==> src/design/fdc_pkg.sv <==
// ----------------------------------------------------------------------------
// fdc_pkg
// Shared types, constants and the CRC-16-CCITT byte step for the frame
// deframer.
// ----------------------------------------------------------------------------
package fdc_pkg;

  localparam int unsigned MaxPayload = 256;
  localparam int unsigned AddrW      = 4;

  localparam logic [15:0] CrcInit    = 16'hFFFF;
  localparam logic [16:0] TickMax    = 17'h1FFFF;

  localparam logic [15:0] PreambleRst = 16'd0;
  localparam logic [8:0]  MaxLenRst   = 9'd256;
  localparam logic [15:0] TimeoutRst  = 16'd1000;

  // register index, taken from paddr[3:2]
  localparam logic [1:0] RegPreamble = 2'd0;
  localparam logic [1:0] RegMaxLen   = 2'd1;
  localparam logic [1:0] RegTimeout  = 2'd2;

  localparam logic CmdByte = 1'b0;
  localparam logic CmdTick = 1'b1;

  typedef enum logic [2:0] {
    PH_HUNT  = 3'd0,
    PH_LEN   = 3'd1,
    PH_OPC   = 3'd2,
    PH_SRC   = 3'd3,
    PH_DST   = 3'd4,
    PH_CRC   = 3'd5,
    PH_DATA  = 3'd6,
    PH_READY = 3'd7
  } phase_e;

  typedef struct packed {
    logic [2:0] phase;
    logic       payload_valid;
    logic [7:0] payload_byte;
    logic [7:0] payload_index;
    logic       frame_done;
    logic       crc_ok;
    logic [8:0] frame_length;
    logic [7:0] frame_opcode;
    logic [7:0] frame_source;
    logic [7:0] frame_dest;
    logic       timed_out;
  } result_t;

  // One byte of CRC-16-CCITT, poly 0x1021, MSB first.
  function automatic logic [15:0] crc_feed(input logic [15:0] crc, input logic [7:0] b);
    logic [7:0] x;
    x = crc[15:8] ^ b;
    x = x ^ {4'b0, x[7:4]};
    return {crc[7:0], 8'b0} ^ {x[3:0], 12'b0} ^ {3'b0, x, 5'b0} ^ {8'b0, x};
  endfunction

endpackage

==> src/design/frame_deframer_crc16_check.sv <==
// ----------------------------------------------------------------------------
// frame_deframer_crc16_check
// Preamble/length framed byte deframer with streamed payload and
// CRC-16-CCITT check.
// ----------------------------------------------------------------------------
// Throughput: one item per cycle while the skid entry is empty; each byte
// item takes its CRC byte step and phase move, where the phase calls for them,
// in the cycle it is accepted, then lands in the output register (a skid entry
// absorbs one item while the output is stalled; input is held off while full).
// Reset (rst_ni low, async): hunting, CRC 0xFFFF, counters and header clear,
// registers at preamble 0, max length 256, timeout 1000.
module frame_deframer_crc16_check import fdc_pkg::*; (
  input  logic                 clk_i,
  input  logic                 rst_ni,
  // configuration
  input  logic                 psel,
  input  logic                 penable,
  input  logic                 pwrite,
  input  logic [AddrW-1:0]     paddr,
  input  logic [31:0]          pwdata,
  output logic [31:0]          prdata,
  output logic                 pready,
  // input items
  input  logic                 in_valid_i,
  output logic                 in_ready_o,
  input  logic                 command_i,
  input  logic [7:0]           in_byte_i,
  // result items
  output logic                 out_valid_o,
  input  logic                 out_ready_i,
  output logic [2:0]           phase_o,
  output logic                 payload_valid_o,
  output logic [7:0]           payload_byte_o,
  output logic [7:0]           payload_index_o,
  output logic                 frame_done_o,
  output logic                 crc_ok_o,
  output logic [8:0]           frame_length_o,
  output logic [7:0]           frame_opcode_o,
  output logic [7:0]           frame_source_o,
  output logic [7:0]           frame_dest_o,
  output logic                 timed_out_o
);

  // configuration registers
  logic [15:0] preamble_q;
  logic [8:0]  max_len_q;
  logic [15:0] timeout_q;

  // parser state
  phase_e      phase_q, phase_d;
  logic        second_q, second_d;
  logic [8:0]  len_q, len_d;
  logic [7:0]  opc_q, opc_d;
  logic [7:0]  src_q, src_d;
  logic [7:0]  dst_q, dst_d;
  logic [15:0] rx_crc_q, rx_crc_d;
  logic [15:0] crc_q, crc_d;
  logic [8:0]  count_q, count_d;
  logic [16:0] ticks_q, ticks_d;

  // output register and skid entry
  logic        out_valid_q, skid_valid_q;
  result_t     out_q, skid_q, res;

  logic        in_xfer, out_xfer, cfg_wr;
  logic [15:0] len_full;
  logic [8:0]  count_inc;
  logic [2:0]  shown;
  logic        pv, done, tmo;

  assign pready  = 1'b1;
  assign cfg_wr  = psel && penable && pwrite;

  always_comb begin
    case (paddr[3:2])
      RegPreamble: prdata = {16'b0, preamble_q};
      RegMaxLen:   prdata = {23'b0, max_len_q};
      RegTimeout:  prdata = {16'b0, timeout_q};
      default:     prdata = 32'b0;
    endcase
  end

  always_ff @(posedge clk_i or negedge rst_ni) begin
    if (!rst_ni) begin
      preamble_q <= PreambleRst;
      max_len_q  <= MaxLenRst;
      timeout_q  <= TimeoutRst;
    end else if (cfg_wr) begin
      case (paddr[3:2])
        RegPreamble: preamble_q <= pwdata[15:0];
        RegMaxLen:   max_len_q  <= pwdata[8:0];
        RegTimeout:  timeout_q  <= pwdata[15:0];
        default: ;
      endcase
    end
  end

  assign in_ready_o  = !skid_valid_q;
  assign in_xfer     = in_valid_i && in_ready_o;
  assign out_xfer    = out_valid_q && out_ready_i;

  assign len_full    = {in_byte_i, len_q[7:0]};
  assign count_inc   = count_q + 9'd1;

  always_comb begin
    phase_d  = phase_q;
    second_d = second_q;
    len_d    = len_q;
    opc_d    = opc_q;
    src_d    = src_q;
    dst_d    = dst_q;
    rx_crc_d = rx_crc_q;
    crc_d    = crc_q;
    count_d  = count_q;
    ticks_d  = ticks_q;
    pv       = 1'b0;
    done     = 1'b0;
    tmo      = 1'b0;
    shown    = phase_q;

    if (command_i == CmdTick) begin
      if (ticks_q != TickMax) ticks_d = ticks_q + 17'd1;
    end else begin
      case (phase_q)
        PH_HUNT: begin
          ticks_d = 17'd0;
          if (!second_q) begin
            if (in_byte_i == preamble_q[7:0]) begin
              crc_d    = crc_feed(CrcInit, in_byte_i);
              second_d = 1'b1;
            end
          end else begin
            // mismatch drops straight back, this byte is not a first byte
            second_d = 1'b0;
            if (in_byte_i == preamble_q[15:8]) begin
              crc_d   = crc_feed(crc_q, in_byte_i);
              count_d = 9'd0;
              phase_d = PH_LEN;
            end
          end
        end
        PH_LEN: begin
          crc_d = crc_feed(crc_q, in_byte_i);
          if (!second_q) begin
            len_d    = {1'b0, in_byte_i};
            second_d = 1'b1;
          end else begin
            second_d = 1'b0;
            len_d    = len_full[8:0];
            if (len_full <= {7'b0, max_len_q} && len_full <= 16'(MaxPayload))
              phase_d = PH_OPC;
            else
              phase_d = PH_HUNT;
          end
        end
        PH_OPC: begin
          crc_d   = crc_feed(crc_q, in_byte_i);
          opc_d   = in_byte_i;
          phase_d = PH_SRC;
        end
        PH_SRC: begin
          crc_d   = crc_feed(crc_q, in_byte_i);
          src_d   = in_byte_i;
          phase_d = PH_DST;
        end
        PH_DST: begin
          crc_d   = crc_feed(crc_q, in_byte_i);
          dst_d   = in_byte_i;
          phase_d = PH_CRC;
        end
        PH_CRC: begin
          // CRC field counts as zero bytes
          crc_d = crc_feed(crc_q, 8'h00);
          if (!second_q) begin
            rx_crc_d = {8'b0, in_byte_i};
            second_d = 1'b1;
          end else begin
            second_d = 1'b0;
            rx_crc_d = {in_byte_i, rx_crc_q[7:0]};
            phase_d  = (len_q == 9'd0) ? PH_READY : PH_DATA;
          end
        end
        PH_DATA: begin
          crc_d   = crc_feed(crc_q, in_byte_i);
          pv      = 1'b1;
          count_d = count_inc;
          if (count_inc >= len_q) begin
            count_d = 9'd0;
            phase_d = PH_READY;
          end
        end
        default: begin
          phase_d  = PH_HUNT;
          second_d = 1'b0;
        end
      endcase

      if (ticks_d > {1'b0, timeout_q}) begin
        phase_d  = PH_HUNT;
        second_d = 1'b0;
        tmo      = 1'b1;
      end

      shown = phase_d;
      if (phase_d == PH_READY) begin
        done     = 1'b1;
        phase_d  = PH_HUNT;
        second_d = 1'b0;
      end
    end
  end

  always_comb begin
    res.phase         = shown;
    res.payload_valid = pv;
    res.payload_byte  = pv ? in_byte_i : 8'b0;
    res.payload_index = pv ? count_q[7:0] : 8'b0;
    res.frame_done    = done;
    res.crc_ok        = done && (rx_crc_d == crc_d);
    res.frame_length  = done ? len_d : 9'b0;
    res.frame_opcode  = done ? opc_d : 8'b0;
    res.frame_source  = done ? src_d : 8'b0;
    res.frame_dest    = done ? dst_d : 8'b0;
    res.timed_out     = tmo;
  end

  always_ff @(posedge clk_i or negedge rst_ni) begin
    if (!rst_ni) begin
      phase_q  <= PH_HUNT;
      second_q <= 1'b0;
      len_q    <= 9'd0;
      opc_q    <= 8'd0;
      src_q    <= 8'd0;
      dst_q    <= 8'd0;
      rx_crc_q <= 16'd0;
      crc_q    <= CrcInit;
      count_q  <= 9'd0;
      ticks_q  <= 17'd0;
    end else if (in_xfer) begin
      phase_q  <= phase_d;
      second_q <= second_d;
      len_q    <= len_d;
      opc_q    <= opc_d;
      src_q    <= src_d;
      dst_q    <= dst_d;
      rx_crc_q <= rx_crc_d;
      crc_q    <= crc_d;
      count_q  <= count_d;
      ticks_q  <= ticks_d;
    end
  end

  // output register with one skid entry behind it
  always_ff @(posedge clk_i or negedge rst_ni) begin
    if (!rst_ni) begin
      out_valid_q  <= 1'b0;
      skid_valid_q <= 1'b0;
    end else begin
      if (!out_valid_q || out_xfer) begin
        out_valid_q  <= skid_valid_q || in_xfer;
        skid_valid_q <= 1'b0;
      end else if (in_xfer) begin
        skid_valid_q <= 1'b1;
      end
    end
  end

  always_ff @(posedge clk_i) begin
    if (!out_valid_q || out_xfer) begin
      out_q <= skid_valid_q ? skid_q : res;
    end
    if (in_xfer && out_valid_q && !out_xfer) begin
      skid_q <= res;
    end
  end

  assign out_valid_o     = out_valid_q;
  assign phase_o         = out_q.phase;
  assign payload_valid_o = out_q.payload_valid;
  assign payload_byte_o  = out_q.payload_byte;
  assign payload_index_o = out_q.payload_index;
  assign frame_done_o    = out_q.frame_done;
  assign crc_ok_o        = out_q.crc_ok;
  assign frame_length_o  = out_q.frame_length;
  assign frame_opcode_o  = out_q.frame_opcode;
  assign frame_source_o  = out_q.frame_source;
  assign frame_dest_o    = out_q.frame_dest;
  assign timed_out_o     = out_q.timed_out;

endmodule

==> config.mk <==
export PLATFORM = sky130hd
export DESIGN_NAME = frame_deframer_crc16_check
export DESIGN_NICKNAME = d
export VERILOG_FILES = /design/src/design/fdc_pkg.sv /design/src/design/frame_deframer_crc16_check.sv
export SDC_FILE = /design/constraint.sdc
export NUM_CORES = 1
export LEC_CHECK = 0
export BUFFER_PORTS_ARGS = -buffer_cell sky130_fd_sc_hd__buf_2
export CAP_MARGIN = 20
export CORE_ASPECT_RATIO = 0.8
export CORE_MARGIN = 1.5
export CORE_UTILIZATION = 62
export CTS_BUF_LIST = sky130_fd_sc_hd__clkbuf_8
export DETAILED_ROUTE_END_ITERATION = 12
export GPL_ROUTABILITY_DRIVEN = 0
export PLACE_DENSITY = 0.83
export SLEW_MARGIN = 20
export SYNTH_ARGS = -nofsm -noshare
export SYNTH_HDL_FRONTEND = slang
export SYNTH_SLANG_ARGS = --single-unit
==> constraint.sdc <==
create_clock -name clk_i -period 5.15 [get_ports clk_i]
set_input_delay 1.03 -clock clk_i [delete_from_list [all_inputs] [get_ports clk_i]]
set_output_delay 1.03 -clock clk_i [all_outputs]
set_load 0.1 [all_outputs]
==> metrics.md <==
| Metric | Value |
|---|---|
| Seq/Total Area, Yosys | `48.3%` |
| Crit path DAT | `4930 ps` |
| CTS Buf Count | `40` |
| Ys flop type | `dfrtp_1` |
| Crit-path leading delay family | `simple AND/OR/NAND/NOR gates` |
| Post-route worst setup slack | `594 ps` |
| Die ar. | `0.0238 sq mm` |
| Fraction of layout cells with a size suffix above 1 | `23.4%` |
| Mapped Cells | `1369` |
| Total track usage | `30.9%` |
| Skew-Pair Late Insertion Delay | `550 ps` |
| Slew margin rel. | `26.1%` |
| Post-Route WL | `35.8 mm` |
| Async set-reset flop share out of synthesis | `55.2%` |
| Vias per cell | `6.20` |
| Fmax | `219 MHz` |
| Worst setup slack after placement | `709 ps` |
| Ports | `143` |
| Initial antenna violation count | `0` |
| Synthesized area | `0.0142 sq mm` |
| Fillers | `1633` |
| Hold-fix buffers, CTS | `0` |
| Area delta synth->final | `11.1%` |
| First-pass GRT wire length | `57.4 mm` |
| CP Data Required Time | `5530 ps` |
| Largest net degree at the start of global routing | `102` |
| Vias in the first global route | `10814` |
| First drt pass iteration count | `8` |
| Final Cycle Share | `88.5%` |
| Setup tns final | `0 ps` |
| Power, Total | `7750 uW` |
| Post-synth EDFFs | `112` |
| Fin Clk Skew | `21.5 ps` |
| Crit Path Class | `flip-flop to flip-flop` |
| Die extent in y | `138 um` |
| Endpoints failing hold | `0` |
| Post-route antenna net violation count | `0` |
| # diodes | `0` |
| # nets final | `1559` |
| Routed WL per cell | `19.8 um` |
| Leak Pwr | `0.00669 uW` |
| DP Wirelength | `24.7 mm` |
| Synth unique cells | `84` |
| CTS tree | `done` |
| CTS Root Cell | `clkbuf_8` |
| Starting Density | `63.1%` |
| Slew @ Worst Pin | `1100 ps` |
| Crit end category | `flip-flop` |
| H-tree levels | `2` |
| Post-CTS Setup Inserts | `0` |
| Gr ovfl total | `0` |
| Vias | `11201` |
| Worst Path Max Fanout | `22` |
| CORE AREA | `0.0224 sq mm` |
| Worst VDD drop | `0.000336 V` |
| CTS resizes | `0` |
| Seq cells post-synth | `250` |
| TritonCTS Sinks | `250` |
| Minimum clock period | `4560 ps` |
| Worst path slowest cell | `or3_1` |
| Clock transition at path regs | `60 ps` |
| Floorplan die width | `172 um` |
| Status | `complete, no violations` |
| PD cells | `492 mW/mm^2` |
| Slew Viols, Final | `0` |
| CP startpoint kind | `flip-flop` |
| HP Class | `flip-flop to flip-flop` |
| Maximum clock path buffer count | `3` |
| Final setup viols | `0` |
| Max Cap Viol | `0` |
| Largest stage delay on the critical path | `670 ps` |
| DRT iter0 DRCs | `1212` |
| Yosys warns | `0` |
| Syn avg cell area | `10.4 sq um` |
| IO Port Bufs | `107` |
| Worst-path cell chain | `or3_1 > and2_1 > ha_1 > nand4_1 > nor4_1 > a21oi_1 > o31a_1 > or2_2 > or4_1 > nand4b_1 > or4_4 > o31ai_4` |
| Cell Rows | `49` |
| RSZ-0062 raised after global routing | `no` |
| Worst path bufs/invs | `0` |
| Remaining DRCs | `0` |
-- report_power, final --
group          switching (uW)  leakage (uW)  internal (uW)
Sequential                387       0.00284           2550
Clock                     788      0.000434            803
Combinational            2080       0.00341           1130
-- area by class of cell --
type                       count  area (sq um)  share of cell area (%)
clock inverter                27           118                   0.747
inverter                      43           161                    1.03
timing repair buffer         141           797                    5.06
sequential                   250          6850                    43.5
clock buffer                  45           619                    3.94
tap                          306           383                    2.43
multi-input combinational    994          6810                    43.3
-- through the flow --
step	hold WS, ps	cells	utilization (%)	area, sq um
after CTS	489	1806	70.1	15700
after detailed placement	478	1734	66.8	15000
final	488	1806	70.1	15700
after global routing	513	1806	70.1	15700
after global placement	463	1734	66.8	15000
after floorplan	444	1384	-	14200
-- cells in the final DEF, fill, tap and decap left out, types with 31 or more instances in the layout --
cell type | synthesis | routed
clkbuf_8 | 0 | 45
nand2_1 | 183 | 183
nand3_1 | 31 | 31
and2_1 | 36 | 36
buf_2 | 11 | 106
mux2i_1 | 41 | 41
a21oi_1 | 60 | 60
nor2_1 | 68 | 67
buf_4 | 17 | 34
xnor2_1 | 36 | 36
inv_1 | 43 | 57
mux2_2 | 103 | 103
ha_1 | 37 | 37
edfxtp_1 | 112 | 112
o21ai_0 | 105 | 102
dfrtp_1 | 115 | 115
-- layer usage --
layer	track usage, %	wire (um)
met1	45.1	15200
met2	46.7	16100
met3	6.21	3510
met4	9.66	1060
met5	0	0
-- worst paths after layout --
kind	to	from	cells after the start	slack [ps]
min reg2reg	rx_crc_q[4]	rx_crc_q[4]	2	490
max reg2reg	crc_ok_o	phase_q[2]	12	590
max in group asynchronous	crc_q[0]	rst_ni	2	3450
min	rx_crc_q[4]	rx_crc_q[4]	2	490
min in group asynchronous	preamble_q[12]	rst_ni	1	570
max	crc_ok_o	phase_q[2]	12	590
-- tightest hold or removal path: cells and delay by family, from the launching register on --
family          cells  cell delay (ps)
flops               1              350
compound gates      1               60
simple gates        1               50
-- cells in the mapped netlist (6+ instances only) --
cell	number	area, sq um
nand2_1	183	687
dfstp_2	23	604
or2_2	6	37.5
a22o_1	6	52.6
nor3_1	17	85.1
and3_1	10	62.6
mux2i_1	41	410
o21ai_0	105	526
clkbuf_1	59	221
a31oi_1	12	75.1
nor4_1	14	87.6
nand3_1	31	155
a21oi_1	60	300
dfrtp_1	115	2880
nand2b_1	10	62.6
ha_1	37	463
and2_1	36	225
or4_1	7	52.6
xnor2_1	36	315
buf_4	17	128
a21o_1	9	67.6
buf_1	10	37.5
o31ai_1	29	218
xor2_1	28	245
nor2_1	68	255
nand4_1	27	169
mux2_2	103	1160
buf_2	11	55.1
inv_1	43	161
edfxtp_1	112	3360
-- kinds of logic (layout without fill, tap and decap cells) --
family,Yosys count,after routing,synth area share [%]
other cells,2,17,0.0530
compound gates,283,283,12.7
fa+ha+maj,37,37,3.27
mux,144,144,11.1
buf+inv,140,256,4.26
flops,250,250,48.3
xor+xnor,70,70,4.94
simple gates,443,443,15.4
-- state kept, by name, indices dropped and copies added, names as in the netlist, 3 cells and up --
name             flops
count_q              9
crc_q               16
dst_q                8
frame_dest_o         8
frame_length_o       9
frame_opcode_o       8
frame_source_o       8
len_q                9
max_len_q            9
opc_q                8
payload_byte_o       8
payload_index_o      8
phase_o              3
phase_q              3
preamble_q          16
rx_crc_q            16
skid_q              56
src_q                8
ticks_q             17
timeout_q           16
Note: power is estimated with default switching activity, not from simulation.
